## src/sssp_pkg.sv

```systemverilog
`timescale 1ns / 1ps
`default_nettype none
// ----------------------------------------------------------------------------
// Smoothstep speed profile package
// Shared widths, codes, register layout and types of the speed profile block.
// ----------------------------------------------------------------------------
package sssp_pkg;

    localparam int X_FRAC_BITS = 16;

    localparam int SPD_W  = 24;
    localparam int DUR_W  = 16;
    localparam int TIME_W = 32;
    localparam int TRIG_W = 31;
    localparam int PROG_W = 32;

    // serial multiplier operand widths
    localparam int P_W  = X_FRAC_BITS + 4;
    localparam int MC_W = (SPD_W > P_W) ? SPD_W : P_W;
    localparam int MP_W = X_FRAC_BITS + 1;
    localparam int PR_W = MC_W + MP_W;

    localparam int DIV_CNT_W = $clog2(X_FRAC_BITS + 1);
    localparam int MUL_CNT_W = $clog2(MP_W + 1);

    localparam int IN_TDATA_W  = 104;
    localparam int OUT_TDATA_W = 32;

    localparam int ADDR_W = 5;
    localparam int IDX_W  = 3;

    localparam logic [IDX_W-1:0] REG_START_SPEED  = 3'd0;
    localparam logic [IDX_W-1:0] REG_CRUISE_SPEED = 3'd1;
    localparam logic [IDX_W-1:0] REG_ACCEL_TIME   = 3'd2;
    localparam logic [IDX_W-1:0] REG_DECEL_TRIG   = 3'd3;
    localparam logic [IDX_W-1:0] REG_FINISH_SPEED = 3'd4;
    localparam logic [IDX_W-1:0] REG_DECEL_TIME   = 3'd5;

    localparam logic [SPD_W-1:0]  RST_START_SPEED  = 24'd128000;
    localparam logic [SPD_W-1:0]  RST_CRUISE_SPEED = 24'd819200;
    localparam logic [DUR_W-1:0]  RST_ACCEL_TIME   = 16'd3000;
    localparam logic [TRIG_W-1:0] RST_DECEL_TRIG   = 31'd18000;
    localparam logic [SPD_W-1:0]  RST_FINISH_SPEED = 24'd179200;
    localparam logic [DUR_W-1:0]  RST_DECEL_TIME   = 16'd2400;

    localparam logic [1:0] MODE_HOLD = 2'd0;
    localparam logic [1:0] MODE_RUN  = 2'd1;
    localparam logic [1:0] MODE_STOP = 2'd2;
    localparam logic [1:0] MODE_OFF  = 2'd3;

    localparam logic [1:0] STAGE_IDLE     = 2'd0;
    localparam logic [1:0] STAGE_RAMP     = 2'd1;
    localparam logic [1:0] STAGE_CRUISE   = 2'd2;
    localparam logic [1:0] STAGE_STOPPING = 2'd3;

    typedef struct packed {
        logic [SPD_W-1:0]  start_speed;
        logic [SPD_W-1:0]  cruise_speed;
        logic [DUR_W-1:0]  accel_time_ms;
        logic [TRIG_W-1:0] decel_trigger_count;
        logic [SPD_W-1:0]  finish_speed;
        logic [DUR_W-1:0]  decel_time_ms;
    } cfg_t;

    // one curve evaluation; elapsed is already known to be below duration
    typedef struct packed {
        logic [SPD_W-1:0] a;
        logic [SPD_W-1:0] b;
        logic [DUR_W-1:0] e;
        logic [DUR_W-1:0] d;
    } curve_req_t;

endpackage
`default_nettype wire

```

## src/sssp_cfg.sv

```systemverilog
`timescale 1ns / 1ps
`default_nettype none
// ----------------------------------------------------------------------------
// Speed profile configuration registers
// APB register file holding the speeds, curve durations and trigger count.
// ----------------------------------------------------------------------------
module sssp_cfg
    import sssp_pkg::*;
(
    input  wire logic              clk,
    input  wire logic              rst_n,
    input  wire logic              psel,
    input  wire logic              penable,
    input  wire logic              pwrite,
    input  wire logic [ADDR_W-1:0] paddr,
    input  wire logic [31:0]       pwdata,
    output logic      [31:0]       prdata,
    output logic                   pready,
    output cfg_t                   cfg
);

    cfg_t             cfg_reg;
    logic             wr_en;
    logic [IDX_W-1:0] idx;

    assign pready = 1'b1;
    assign wr_en  = psel && penable && pwrite;
    assign idx    = paddr[ADDR_W-1:2];
    assign cfg    = cfg_reg;

    always_ff @(posedge clk or negedge rst_n)
    begin
        if (!rst_n)
        begin
            cfg_reg.start_speed         <= RST_START_SPEED;
            cfg_reg.cruise_speed        <= RST_CRUISE_SPEED;
            cfg_reg.accel_time_ms       <= RST_ACCEL_TIME;
            cfg_reg.decel_trigger_count <= RST_DECEL_TRIG;
            cfg_reg.finish_speed        <= RST_FINISH_SPEED;
            cfg_reg.decel_time_ms       <= RST_DECEL_TIME;
        end
        else if (wr_en)
        begin
            unique case (idx)
                REG_START_SPEED:  cfg_reg.start_speed         <= pwdata[SPD_W-1:0];
                REG_CRUISE_SPEED: cfg_reg.cruise_speed        <= pwdata[SPD_W-1:0];
                REG_ACCEL_TIME:   cfg_reg.accel_time_ms       <= pwdata[DUR_W-1:0];
                REG_DECEL_TRIG:   cfg_reg.decel_trigger_count <= pwdata[TRIG_W-1:0];
                REG_FINISH_SPEED: cfg_reg.finish_speed        <= pwdata[SPD_W-1:0];
                REG_DECEL_TIME:   cfg_reg.decel_time_ms       <= pwdata[DUR_W-1:0];
                default:          ;
            endcase
        end
    end

    always_comb
    begin
        unique case (idx)
            REG_START_SPEED:  prdata = 32'(cfg_reg.start_speed);
            REG_CRUISE_SPEED: prdata = 32'(cfg_reg.cruise_speed);
            REG_ACCEL_TIME:   prdata = 32'(cfg_reg.accel_time_ms);
            REG_DECEL_TRIG:   prdata = 32'(cfg_reg.decel_trigger_count);
            REG_FINISH_SPEED: prdata = 32'(cfg_reg.finish_speed);
            REG_DECEL_TIME:   prdata = 32'(cfg_reg.decel_time_ms);
            default:          prdata = '0;
        endcase
    end

endmodule
`default_nettype wire

```

## src/sssp_div.sv

```systemverilog
`timescale 1ns / 1ps
`default_nettype none
// ----------------------------------------------------------------------------
// Speed profile curve position divider
// Bit-serial restoring divider giving x = floor(e * 2^F / d) for e < d.
// ----------------------------------------------------------------------------
module sssp_div
    import sssp_pkg::*;
(
    input  wire logic                   clk,
    input  wire logic                   rst_n,
    input  wire logic                   start,
    input  wire logic [DUR_W-1:0]       dividend,
    input  wire logic [DUR_W-1:0]       divisor,
    output logic                        done,
    output logic      [X_FRAC_BITS-1:0] quotient
);

    logic [DUR_W-1:0]       rem_reg, rem_next;
    logic [DUR_W-1:0]       dvs_reg;
    logic [X_FRAC_BITS-1:0] quo_reg;
    logic [DIV_CNT_W-1:0]   cnt_reg;
    logic                   busy_reg;
    logic                   done_reg;
    logic [DUR_W:0]         trial;
    logic [DUR_W:0]         diff;
    logic                   ge;

    // remainder stays below the divisor, so twice it fits one extra bit
    assign trial = {rem_reg, 1'b0};
    assign diff  = trial - {1'b0, dvs_reg};
    assign ge    = trial >= {1'b0, dvs_reg};
    assign rem_next = ge ? diff[DUR_W-1:0] : trial[DUR_W-1:0];

    assign done     = done_reg;
    assign quotient = quo_reg;

    always_ff @(posedge clk or negedge rst_n)
    begin
        if (!rst_n)
        begin
            busy_reg <= 1'b0;
            done_reg <= 1'b0;
            cnt_reg  <= '0;
        end
        else
        begin
            done_reg <= !start && busy_reg && (cnt_reg == DIV_CNT_W'(1));
            if (start)
            begin
                busy_reg <= 1'b1;
                cnt_reg  <= DIV_CNT_W'(X_FRAC_BITS);
            end
            else if (busy_reg)
            begin
                cnt_reg <= cnt_reg - 1'b1;
                if (cnt_reg == DIV_CNT_W'(1))
                begin
                    busy_reg <= 1'b0;
                end
            end
        end
    end

    always_ff @(posedge clk)
    begin
        if (start)
        begin
            rem_reg <= dividend;
            dvs_reg <= divisor;
            quo_reg <= '0;
        end
        else if (busy_reg)
        begin
            rem_reg <= rem_next;
            quo_reg <= {quo_reg[X_FRAC_BITS-2:0], ge};
        end
    end

endmodule
`default_nettype wire

```

## src/sssp_mul.sv

```systemverilog
`timescale 1ns / 1ps
`default_nettype none
// ----------------------------------------------------------------------------
// Speed profile serial multiplier
// Shift-and-add multiplier taking one multiplier bit per cycle.
// ----------------------------------------------------------------------------
module sssp_mul
    import sssp_pkg::*;
(
    input  wire logic            clk,
    input  wire logic            rst_n,
    input  wire logic            start,
    input  wire logic [MC_W-1:0] mcand,
    input  wire logic [MP_W-1:0] mplier,
    output logic                 done,
    output logic      [PR_W-1:0] product
);

    logic [PR_W-1:0]      acc_reg;
    logic [MC_W-1:0]      mcand_reg;
    logic [MUL_CNT_W-1:0] cnt_reg;
    logic                 busy_reg;
    logic                 done_reg;
    logic [MC_W-1:0]      addend;
    logic [MC_W:0]        sum;

    // low part of the accumulator holds the multiplier bits still to use
    assign addend = acc_reg[0] ? mcand_reg : '0;
    assign sum    = {1'b0, acc_reg[PR_W-1:MP_W]} + {1'b0, addend};

    assign done    = done_reg;
    assign product = acc_reg;

    always_ff @(posedge clk or negedge rst_n)
    begin
        if (!rst_n)
        begin
            busy_reg <= 1'b0;
            done_reg <= 1'b0;
            cnt_reg  <= '0;
        end
        else
        begin
            done_reg <= !start && busy_reg && (cnt_reg == MUL_CNT_W'(1));
            if (start)
            begin
                busy_reg <= 1'b1;
                cnt_reg  <= MUL_CNT_W'(MP_W);
            end
            else if (busy_reg)
            begin
                cnt_reg <= cnt_reg - 1'b1;
                if (cnt_reg == MUL_CNT_W'(1))
                begin
                    busy_reg <= 1'b0;
                end
            end
        end
    end

    always_ff @(posedge clk)
    begin
        if (start)
        begin
            acc_reg   <= {{MC_W{1'b0}}, mplier};
            mcand_reg <= mcand;
        end
        else if (busy_reg)
        begin
            acc_reg <= {sum, acc_reg[MP_W-1:1]};
        end
    end

endmodule
`default_nettype wire

```

## src/sssp_curve.sv

```systemverilog
`timescale 1ns / 1ps
`default_nettype none
// ----------------------------------------------------------------------------
// Speed profile smootherstep curve
// Sequences the divider and the shared multiplier to evaluate
// a +/- (b - a) * (6x^5 - 15x^4 + 10x^3) in fixed point.
// ----------------------------------------------------------------------------
module sssp_curve
    import sssp_pkg::*;
(
    input  wire logic             clk,
    input  wire logic             rst_n,
    input  wire logic             start,
    input  curve_req_t            req,
    output logic                  done,
    output logic      [SPD_W-1:0] result
);

    typedef enum logic [5:0] {
        C_IDLE  = 6'b000001,
        C_DIV   = 6'b000010,
        C_SQ    = 6'b000100,
        C_CUBE  = 6'b001000,
        C_POLY  = 6'b010000,
        C_SCALE = 6'b100000
    } curve_state_t;

    curve_state_t           state_reg;
    logic [SPD_W-1:0]       a_reg;
    logic [SPD_W-1:0]       diff_reg;
    logic                   up_reg;
    logic [X_FRAC_BITS-1:0] x_reg;
    logic [X_FRAC_BITS-1:0] x2_reg;
    logic [SPD_W-1:0]       result_reg;
    logic                   done_reg;

    logic                   div_done;
    logic [X_FRAC_BITS-1:0] div_q;
    logic                   mul_start;
    logic [MC_W-1:0]        mul_mcand;
    logic [MP_W-1:0]        mul_mplier;
    logic                   mul_done;
    logic [PR_W-1:0]        mul_prod;

    logic [X_FRAC_BITS-1:0] prod_q;
    logic [MP_W-1:0]        prod_s;
    logic [SPD_W-1:0]       step;
    logic [P_W:0]           p_wide;
    logic [P_W-1:0]         p_val;

    assign prod_q = mul_prod[2*X_FRAC_BITS-1:X_FRAC_BITS];
    assign prod_s = mul_prod[2*X_FRAC_BITS:X_FRAC_BITS];
    assign step   = mul_prod[X_FRAC_BITS+SPD_W-1:X_FRAC_BITS];

    // p = 6*x2 - 15*x + 10, all scaled by 2^F; stays positive below x = 1
    assign p_wide = ((P_W+1)'(x2_reg) << 2) + ((P_W+1)'(x2_reg) << 1)
                  + ((P_W+1)'(10) << X_FRAC_BITS)
                  - (((P_W+1)'(x_reg) << 4) - (P_W+1)'(x_reg));
    assign p_val  = p_wide[P_W-1:0];

    assign done   = done_reg;
    assign result = result_reg;

    sssp_div u_div (
        .clk      (clk),
        .rst_n    (rst_n),
        .start    (start),
        .dividend (req.e),
        .divisor  (req.d),
        .done     (div_done),
        .quotient (div_q)
    );

    sssp_mul u_mul (
        .clk     (clk),
        .rst_n   (rst_n),
        .start   (mul_start),
        .mcand   (mul_mcand),
        .mplier  (mul_mplier),
        .done    (mul_done),
        .product (mul_prod)
    );

    // launch the next product as soon as the previous unit finishes
    always_comb
    begin
        mul_start  = 1'b0;
        mul_mcand  = '0;
        mul_mplier = '0;
        unique case (state_reg)
            C_DIV:
            begin
                mul_start  = div_done;
                mul_mcand  = MC_W'(div_q);
                mul_mplier = MP_W'(div_q);
            end
            C_SQ:
            begin
                mul_start  = mul_done;
                mul_mcand  = MC_W'(prod_q);
                mul_mplier = MP_W'(x_reg);
            end
            C_CUBE:
            begin
                mul_start  = mul_done;
                mul_mcand  = MC_W'(p_val);
                mul_mplier = MP_W'(prod_q);
            end
            C_POLY:
            begin
                mul_start  = mul_done;
                mul_mcand  = MC_W'(diff_reg);
                mul_mplier = prod_s;
            end
            C_IDLE, C_SCALE: ;
            default: ;
        endcase
    end

    always_ff @(posedge clk or negedge rst_n)
    begin
        if (!rst_n)
        begin
            state_reg <= C_IDLE;
            done_reg  <= 1'b0;
        end
        else
        begin
            done_reg <= (state_reg == C_SCALE) && mul_done;
            unique case (state_reg)
                C_IDLE:  if (start)    state_reg <= C_DIV;
                C_DIV:   if (div_done) state_reg <= C_SQ;
                C_SQ:    if (mul_done) state_reg <= C_CUBE;
                C_CUBE:  if (mul_done) state_reg <= C_POLY;
                C_POLY:  if (mul_done) state_reg <= C_SCALE;
                C_SCALE:
                begin
                    if (mul_done)
                    begin
                        state_reg <= C_IDLE;
                    end
                end
                default: state_reg <= C_IDLE;
            endcase
        end
    end

    always_ff @(posedge clk)
    begin
        if (start)
        begin
            a_reg    <= req.a;
            up_reg   <= req.b >= req.a;
            diff_reg <= (req.b >= req.a) ? (req.b - req.a) : (req.a - req.b);
        end
        if (state_reg == C_DIV && div_done)
        begin
            x_reg <= div_q;
        end
        if (state_reg == C_SQ && mul_done)
        begin
            x2_reg <= prod_q;
        end
        // truncate the step toward the start value
        if (state_reg == C_SCALE && mul_done)
        begin
            result_reg <= up_reg ? (a_reg + step) : (a_reg - step);
        end
    end

endmodule
`default_nettype wire

```

## src/smoothstep_speed_profile_top.sv

```systemverilog
`timescale 1ns / 1ps
`default_nettype none
// ----------------------------------------------------------------------------
// Smoothstep speed profile
// Per control tick speed command following quintic smootherstep ramps.
// ----------------------------------------------------------------------------
// One input transfer per control tick yields exactly one output transfer with
// the new base speed and stage. Ticks that evaluate no curve (hold, stop, off,
// or a curve already past its duration) pass from input transfer through the
// decide state and the commit state, which waits for a free output, to output
// valid. A tick that evaluates a curve runs the bit-serial divider and then
// four products on the shared serial multiplier between those states. One item
// is worked on at a time, and a finished result is held until the output side
// takes it.
module smoothstep_speed_profile_top
    import sssp_pkg::*;
(
    input  wire logic                   clk,
    input  wire logic                   rst_n,
    // apb configuration
    input  wire logic                   psel,
    input  wire logic                   penable,
    input  wire logic                   pwrite,
    input  wire logic [ADDR_W-1:0]      paddr,
    input  wire logic [31:0]            pwdata,
    output logic      [31:0]            prdata,
    output logic                        pready,
    // input stream
    input  wire logic                   s_tvalid,
    output logic                        s_tready,
    // now_ms[31:0], run_elapsed_ms[63:32], left_start[64], progress[96:65]
    input  wire logic [IN_TDATA_W-1:0]  s_tdata,
    // mission_mode[1:0]
    input  wire logic [1:0]             s_tuser,
    // output stream
    output logic                        m_tvalid,
    input  wire logic                   m_tready,
    // base_speed[23:0], stage[25:24]
    output logic      [OUT_TDATA_W-1:0] m_tdata
);

    typedef enum logic [3:0] {
        T_IDLE   = 4'b0001,
        T_DECIDE = 4'b0010,
        T_CURVE  = 4'b0100,
        T_COMMIT = 4'b1000
    } top_state_t;

    cfg_t       cfg;
    top_state_t state_reg;

    logic [1:0]        mode_reg;
    logic [TIME_W-1:0] now_reg;
    logic [TIME_W-1:0] run_el_reg;
    logic              left_reg;
    logic [PROG_W-1:0] prog_reg;

    logic              dact_reg;
    logic [TIME_W-1:0] dstart_time_reg;
    logic [SPD_W-1:0]  dstart_speed_reg;
    logic [SPD_W-1:0]  speed_reg;
    logic [1:0]        stage_reg;
    logic              was_run_reg;
    logic              out_valid_reg;

    logic              accel_reg;
    logic              trig_reg;
    logic              clear_reg;
    logic [SPD_W-1:0]  cv_reg;

    logic              clear;
    logic              dact_eff;
    logic [TIME_W-1:0] st_eff;
    logic [SPD_W-1:0]  ss_eff;
    logic              trig;
    logic [TIME_W-1:0] cur_e;
    logic [DUR_W-1:0]  cur_d;
    logic [SPD_W-1:0]  cur_a;
    logic [SPD_W-1:0]  cur_b;
    logic              end_hit;
    logic              is_run;
    curve_req_t        req;
    logic              curve_start;
    logic              curve_done;
    logic [SPD_W-1:0]  curve_result;
    logic              out_free;

    sssp_cfg u_cfg (
        .clk     (clk),
        .rst_n   (rst_n),
        .psel    (psel),
        .penable (penable),
        .pwrite  (pwrite),
        .paddr   (paddr),
        .pwdata  (pwdata),
        .prdata  (prdata),
        .pready  (pready),
        .cfg     (cfg)
    );

    // entering running drops the deceleration latch before this tick's update
    assign is_run   = mode_reg == MODE_RUN;
    assign clear    = is_run && !was_run_reg;
    assign dact_eff = dact_reg && !clear;
    assign st_eff   = clear ? '0 : dstart_time_reg;
    assign ss_eff   = clear ? '0 : dstart_speed_reg;
    assign trig     = left_reg && !prog_reg[PROG_W-1]
                   && (prog_reg[TRIG_W-1:0] >= cfg.decel_trigger_count);

    assign cur_e   = dact_eff ? (now_reg - st_eff) : run_el_reg;
    assign cur_d   = dact_eff ? cfg.decel_time_ms : cfg.accel_time_ms;
    assign cur_a   = dact_eff ? ss_eff : cfg.start_speed;
    assign cur_b   = dact_eff ? cfg.finish_speed : cfg.cruise_speed;
    assign end_hit = cur_e >= TIME_W'(cur_d);

    assign req.a = cur_a;
    assign req.b = cur_b;
    assign req.e = cur_e[DUR_W-1:0];
    assign req.d = cur_d;

    assign curve_start = (state_reg == T_DECIDE) && is_run && !end_hit;

    sssp_curve u_curve (
        .clk    (clk),
        .rst_n  (rst_n),
        .start  (curve_start),
        .req    (req),
        .done   (curve_done),
        .result (curve_result)
    );

    assign out_free = !out_valid_reg || m_tready;
    assign s_tready = state_reg == T_IDLE;
    assign m_tvalid = out_valid_reg;
    assign m_tdata  = {{(OUT_TDATA_W-SPD_W-2){1'b0}}, stage_reg, speed_reg};

    always_ff @(posedge clk or negedge rst_n)
    begin
        if (!rst_n)
        begin
            state_reg        <= T_IDLE;
            dact_reg         <= 1'b0;
            dstart_time_reg  <= '0;
            dstart_speed_reg <= '0;
            speed_reg        <= '0;
            stage_reg        <= STAGE_IDLE;
            was_run_reg      <= 1'b0;
            out_valid_reg    <= 1'b0;
        end
        else
        begin
            if (m_tready && state_reg != T_COMMIT)
            begin
                out_valid_reg <= 1'b0;
            end
            unique case (state_reg)
                T_IDLE:
                begin
                    if (s_tvalid)
                    begin
                        state_reg <= T_DECIDE;
                    end
                end
                T_DECIDE:
                begin
                    state_reg <= curve_start ? T_CURVE : T_COMMIT;
                end
                T_CURVE:
                begin
                    if (curve_done)
                    begin
                        state_reg <= T_COMMIT;
                    end
                end
                T_COMMIT:
                begin
                    if (out_free)
                    begin
                        state_reg     <= T_IDLE;
                        out_valid_reg <= 1'b1;
                        was_run_reg   <= is_run;
                        unique case (mode_reg)
                            MODE_RUN:
                            begin
                                if (accel_reg && trig_reg)
                                begin
                                    // latch tick: decel curve sits at elapsed zero
                                    dact_reg         <= 1'b1;
                                    dstart_time_reg  <= now_reg;
                                    dstart_speed_reg <= cv_reg;
                                    stage_reg        <= STAGE_STOPPING;
                                    speed_reg        <= (cfg.decel_time_ms == '0)
                                                        ? cfg.finish_speed : cv_reg;
                                end
                                else
                                begin
                                    if (clear_reg)
                                    begin
                                        dact_reg         <= 1'b0;
                                        dstart_time_reg  <= '0;
                                        dstart_speed_reg <= '0;
                                    end
                                    speed_reg <= cv_reg;
                                    if (accel_reg)
                                    begin
                                        stage_reg <= (run_el_reg < TIME_W'(cfg.accel_time_ms))
                                                     ? STAGE_RAMP : STAGE_CRUISE;
                                    end
                                    else
                                    begin
                                        stage_reg <= STAGE_STOPPING;
                                    end
                                end
                            end
                            MODE_STOP:
                            begin
                                stage_reg <= STAGE_STOPPING;
                            end
                            MODE_OFF:
                            begin
                                stage_reg <= STAGE_IDLE;
                                speed_reg <= '0;
                                dact_reg  <= 1'b0;
                            end
                            MODE_HOLD: ;
                            default: ;
                        endcase
                    end
                end
                default: state_reg <= T_IDLE;
            endcase
        end
    end

    always_ff @(posedge clk)
    begin
        if (state_reg == T_IDLE && s_tvalid)
        begin
            mode_reg   <= s_tuser;
            now_reg    <= s_tdata[31:0];
            run_el_reg <= s_tdata[63:32];
            left_reg   <= s_tdata[64];
            prog_reg   <= s_tdata[96:65];
        end
        if (state_reg == T_DECIDE)
        begin
            accel_reg <= !dact_eff;
            trig_reg  <= trig;
            clear_reg <= clear;
            if (end_hit)
            begin
                cv_reg <= cur_b;
            end
        end
        if (state_reg == T_CURVE && curve_done)
        begin
            cv_reg <= curve_result;
        end
    end

endmodule
`default_nettype wire
```

## config.mk

```make
export PLATFORM = sky130hd
export DESIGN_NAME = smoothstep_speed_profile_top
export DESIGN_NICKNAME = d
export VERILOG_FILES = /design/src/sssp_pkg.sv /design/src/sssp_cfg.sv /design/src/sssp_div.sv /design/src/sssp_mul.sv /design/src/sssp_curve.sv /design/src/smoothstep_speed_profile_top.sv
export SDC_FILE = /design/constraint.sdc
export NUM_CORES = 1
export LEC_CHECK = 0
export BUFFER_PORTS_ARGS = -buffer_cell sky130_fd_sc_hd__buf_2
export CAP_MARGIN = 20
export CELL_PAD_IN_SITES_DETAIL_PLACEMENT = 0
export CELL_PAD_IN_SITES_GLOBAL_PLACEMENT = 1
export CORE_MARGIN = 2
export CORE_UTILIZATION = 49
export DETAILED_ROUTE_END_ITERATION = 16
export GPL_TIMING_DRIVEN = 0
export HOLD_SLACK_MARGIN = 0.02
export PLACE_DENSITY_LB_ADDON = 0.1
export REMOVE_ABC_BUFFERS = 1
export SLEW_MARGIN = 20
export SYNTH_ARGS = -nofsm -noshare
export SYNTH_HDL_FRONTEND = slang
export SYNTH_SLANG_ARGS = --single-unit
```

## constraint.sdc

```tcl
create_clock -name clk -period 8.5 [get_ports clk]
set_clock_uncertainty 0.1 [all_clocks]
set_input_delay 1.7 -clock clk [delete_from_list [all_inputs] [get_ports clk]]
set_output_delay 1.7 -clock clk [all_outputs]
set_load 0.005 [all_outputs]
```

==> summary.txt <==
Max-cap violations = 0
clock tree from TritonCTS = built
#FFs+latches synth = 589
fraction of layout cells with a size suffix above 1 = 16.3%
startpoint of the worst register-to-register path = mode_reg[1]
Distinct cells, synth = 84
commonest non-fill, non-tap cell in the layout = edfxtp_1
placed cell count = 4,316
capture point of the critical path = u_curve.u_div.rem_reg[5]
number of flops mapped to enable cells by yosys = 304
Data arrival, critical path = 8.08 ns
Post-layout nets = 3,864
CTS Buf Count = 69
count of unresolved DRC violations after routing = 0
Peak Freq = 126 MHz
via count = 25,867
area of the placeable core = 0.0698 mm^2
yosys synthesis warning count = 0
relative slew slack = 32.2%
Min Clock Period, post-route = 7.94 ns
CTS root buf = clkbuf_16
final core utilization = 56.1%
fraction of the yosys area taken by sequential cells = 46.8%
horizontal extent of the die = 269 um
number of setup violations in the final report = 0
post-detailed-route wirelength per cell = 20.9 um
flip-flop count of the largest register after layout = 135
highest fanout seen on the critical path = 36
met3 track demand over resource in global routing = 4.23%
Netlist Area Pre-Place = 0.0344 mm^2
number of clock sinks = 589
Worst Setup Slack, final = 0.563 ns
accumulated negative setup slack = 0 ns
total leakage power = 17.0 nW
maximum ir drop on the vdd rail = 169 uV
number of max-slew violations in the final report = 0
number of I/O pins = 217
met2 demand-to-capacity share in global routing = 44.5%
delay contributed by the slowest stage of the critical path = 0.86 ns
cells on worst reg2reg path = 22
ratio of routed vias to standard cells = 5.81
ratio of final minimum period to clock period = 93.4%
layout overhead on the synthesized area = 13.8%
CTS clock-pin slew for the worst setup and hold paths = 0.06 ns
die outline height = 269 um
most used cells in the layout excluding fill and tap cells = 304 x edfxtp_1, 251 x nand2_1, 247 x ha_1
CTS H-tree depth = 3
total power per unit cell area = 262 mW/mm^2
worst setup slack for register-to-register paths = 0.56 ns
starting density of the core = 49.3%
Final GP Congestion = 0.908
post-synthesis cell count = 3,266
floorplan die area = 0.0724 mm^2
worst min path class = reg -> reg
number of hold-slack violations in the final timing report = 0
path type of the worst setup path = reg -> reg
fraction of registers with async set or reset after synthesis = 41.6%
global-route layer with the greatest usage = met2
vias in the first global route = 26,283
RSZ-0062 raised after global routing = false
WHS Path Cells = 2
number of cells upsized or downsized after cts = 0
total routing resource utilization after global routing = 25.7%
post-synthesis average cell area = 10.5 um^2
Filler cells = 6,016
number of buffers inserted by post-CTS setup repair = 0
CP Data Required Time = 8.64 ns
minimum setup slack after placement = 0.538 ns
slew at the pin closest to its max-slew limit = 1.02 ns
GRT Residual Overflow = 0
Worst Setup SP = mode_reg[1]
cell breakdown of the critical path = or3b_2 > nand2_1 > ha_1 > nor2b_1 > o31ai_1 > nand2_1 > a31o_2 > a21oi_1 > xnor2_1 > mux2_2 > ha_1 > a21o_1 > a21o_1 > a221oi_1 > o21ai_0 > a31oi_1 > o211ai_1 > nor4_1 > nand4_1 > a211oi_4 > buf_6 > or2_1
startpoint type of the worst setup path = flop
Cell Count, Final, Fillers Out = 4,450
met1 Use GR = 32.0%
pin count of the biggest net entering global routing = 95
final routed wirelength across all metal layers = 93.0 mm
Initial DRC Count = 1,732
library cell contributing the largest single delay on the critical path = or3b_2
commonest register cell after synthesis = edfxtp_1
worst reg2reg path endpoint = u_curve.u_div.rem_reg[5]
number of antenna violations at the first check in global routing = 12
kind of end point of the critical path = flop
status = complete, no violations
maximum buffer depth of the clock tree = 3
origin of the worst min-delay path = speed_reg[23]
number of cell rows = 97
DP Wirelength = 70.2 mm
# hold bufs at CTS = 0
insertion delay of the later-clocked pin in the worst-skew pair = 0.62 ns
post-layout total power = 10.3 mW
Detailed Routing Iterations Pass 1 = 9
count of buffers inserted at the top-level ports = 198
Antenna Nets Post-Route = 0
first-pass GRT wire length = 145 mm
-- area by class of cell --
cell class                      instances  area (um^2)  area share, %
Antenna cell                            6         15.0         0.0383
Clock buffer                          107         2020           5.16
Clock inverter                         21          251          0.642
Inverter                              218          821           2.10
Multi-Input combinational cell       2319        17000           43.5
Sequential cell                       589        16100           41.1
Tap cell                              940         1180           3.00
Timing Repair Buffer                  250         1740           4.43
-- routing by layer --
layer | share of wire (%) | routed length, um
met2 | 49 | 46000
met4 | 3.4 | 3170
met3 | 4.9 | 4570
met5 | 0.088 | 82
met1 | 42 | 39200
-- worst max-delay path, delay by kind of cell, from the launching register on --
kind	cells	cell delay (ns)
AO/OA/AOI/OAI	10	3.08
flip-flops	1	0.46
AND/OR/NAND/NOR	7	2.61
buffers and inverters	1	0.28
XOR/XNOR	1	0.12
multiplexers	1	0.30
adder cells (fa/ha/maj)	2	0.55
-- through the flow --
stage	hold slack [ns]	area, um^2
CTS	0.385	39200
detailed placement	0.371	36900
global placement	0.361	36000
floorplan	0.351	33800
global route	0.414	39200
finish	0.381	39200
-- worst min-delay path by stage --
stage               slack [ns]                  end
finish                    0.38        speed_reg[23]
global route              0.41  dstart_time_reg[20]
CTS                       0.39         speed_reg[2]
detailed placement        0.37         speed_reg[2]
global placement          0.36         speed_reg[8]
floorplan                 0.35    u_curve.x_reg[15]
-- Yosys cell counts (all sizes together) (22+ instances only) --
master / instances / area, um^2
nor2: 211 / 792
a222oi: 28 / 280
a211oi: 26 / 213
ha: 247 / 3090
nand2: 254 / 953
nor3: 43 / 215
nand2b: 30 / 188
xnor2: 80 / 701
mux2: 140 / 1580
buf: 26 / 153
a22oi: 70 / 526
a21oi: 197 / 986
o21ai: 189 / 950
dfxtp: 40 / 801
mux2i: 118 / 1180
nand3: 62 / 310
clkbuf: 120 / 450
nor2b: 35 / 219
xor2: 61 / 534
inv: 217 / 815
dfrtp: 212 / 5310
dfstp: 33 / 867
nand4: 22 / 138
a21o: 72 / 541
and2: 43 / 269
a22o: 59 / 517
edfxtp: 304 / 9130
nor4: 24 / 150
-- cell families (layout without fill, tap and decap cells) --
kind of cell / after synthesis / after routing / share of synthesized area (%)
simple gates: 823 / 823 / 11.5
flops: 589 / 589 / 46.8
xor+xnor: 141 / 141 / 3.59
compound gates: 822 / 822 / 15.8
other cells: 2 / 14 / 0.0218
buf+inv: 364 / 596 / 4.13
fa+ha+maj: 267 / 267 / 10.1
mux: 258 / 258 / 8.01
-- power by group --
group | leakage (nW) | internal (mW) | total [mW] | switching, mW
logic | 9.67 | 1.43 | 3.50 | 2.08
clock network | 1.10 | 1.74 | 2.98 | 1.23
registers | 6.28 | 3.54 | 3.80 | 0.264
Note: power is estimated with default switching activity, not from simulation.
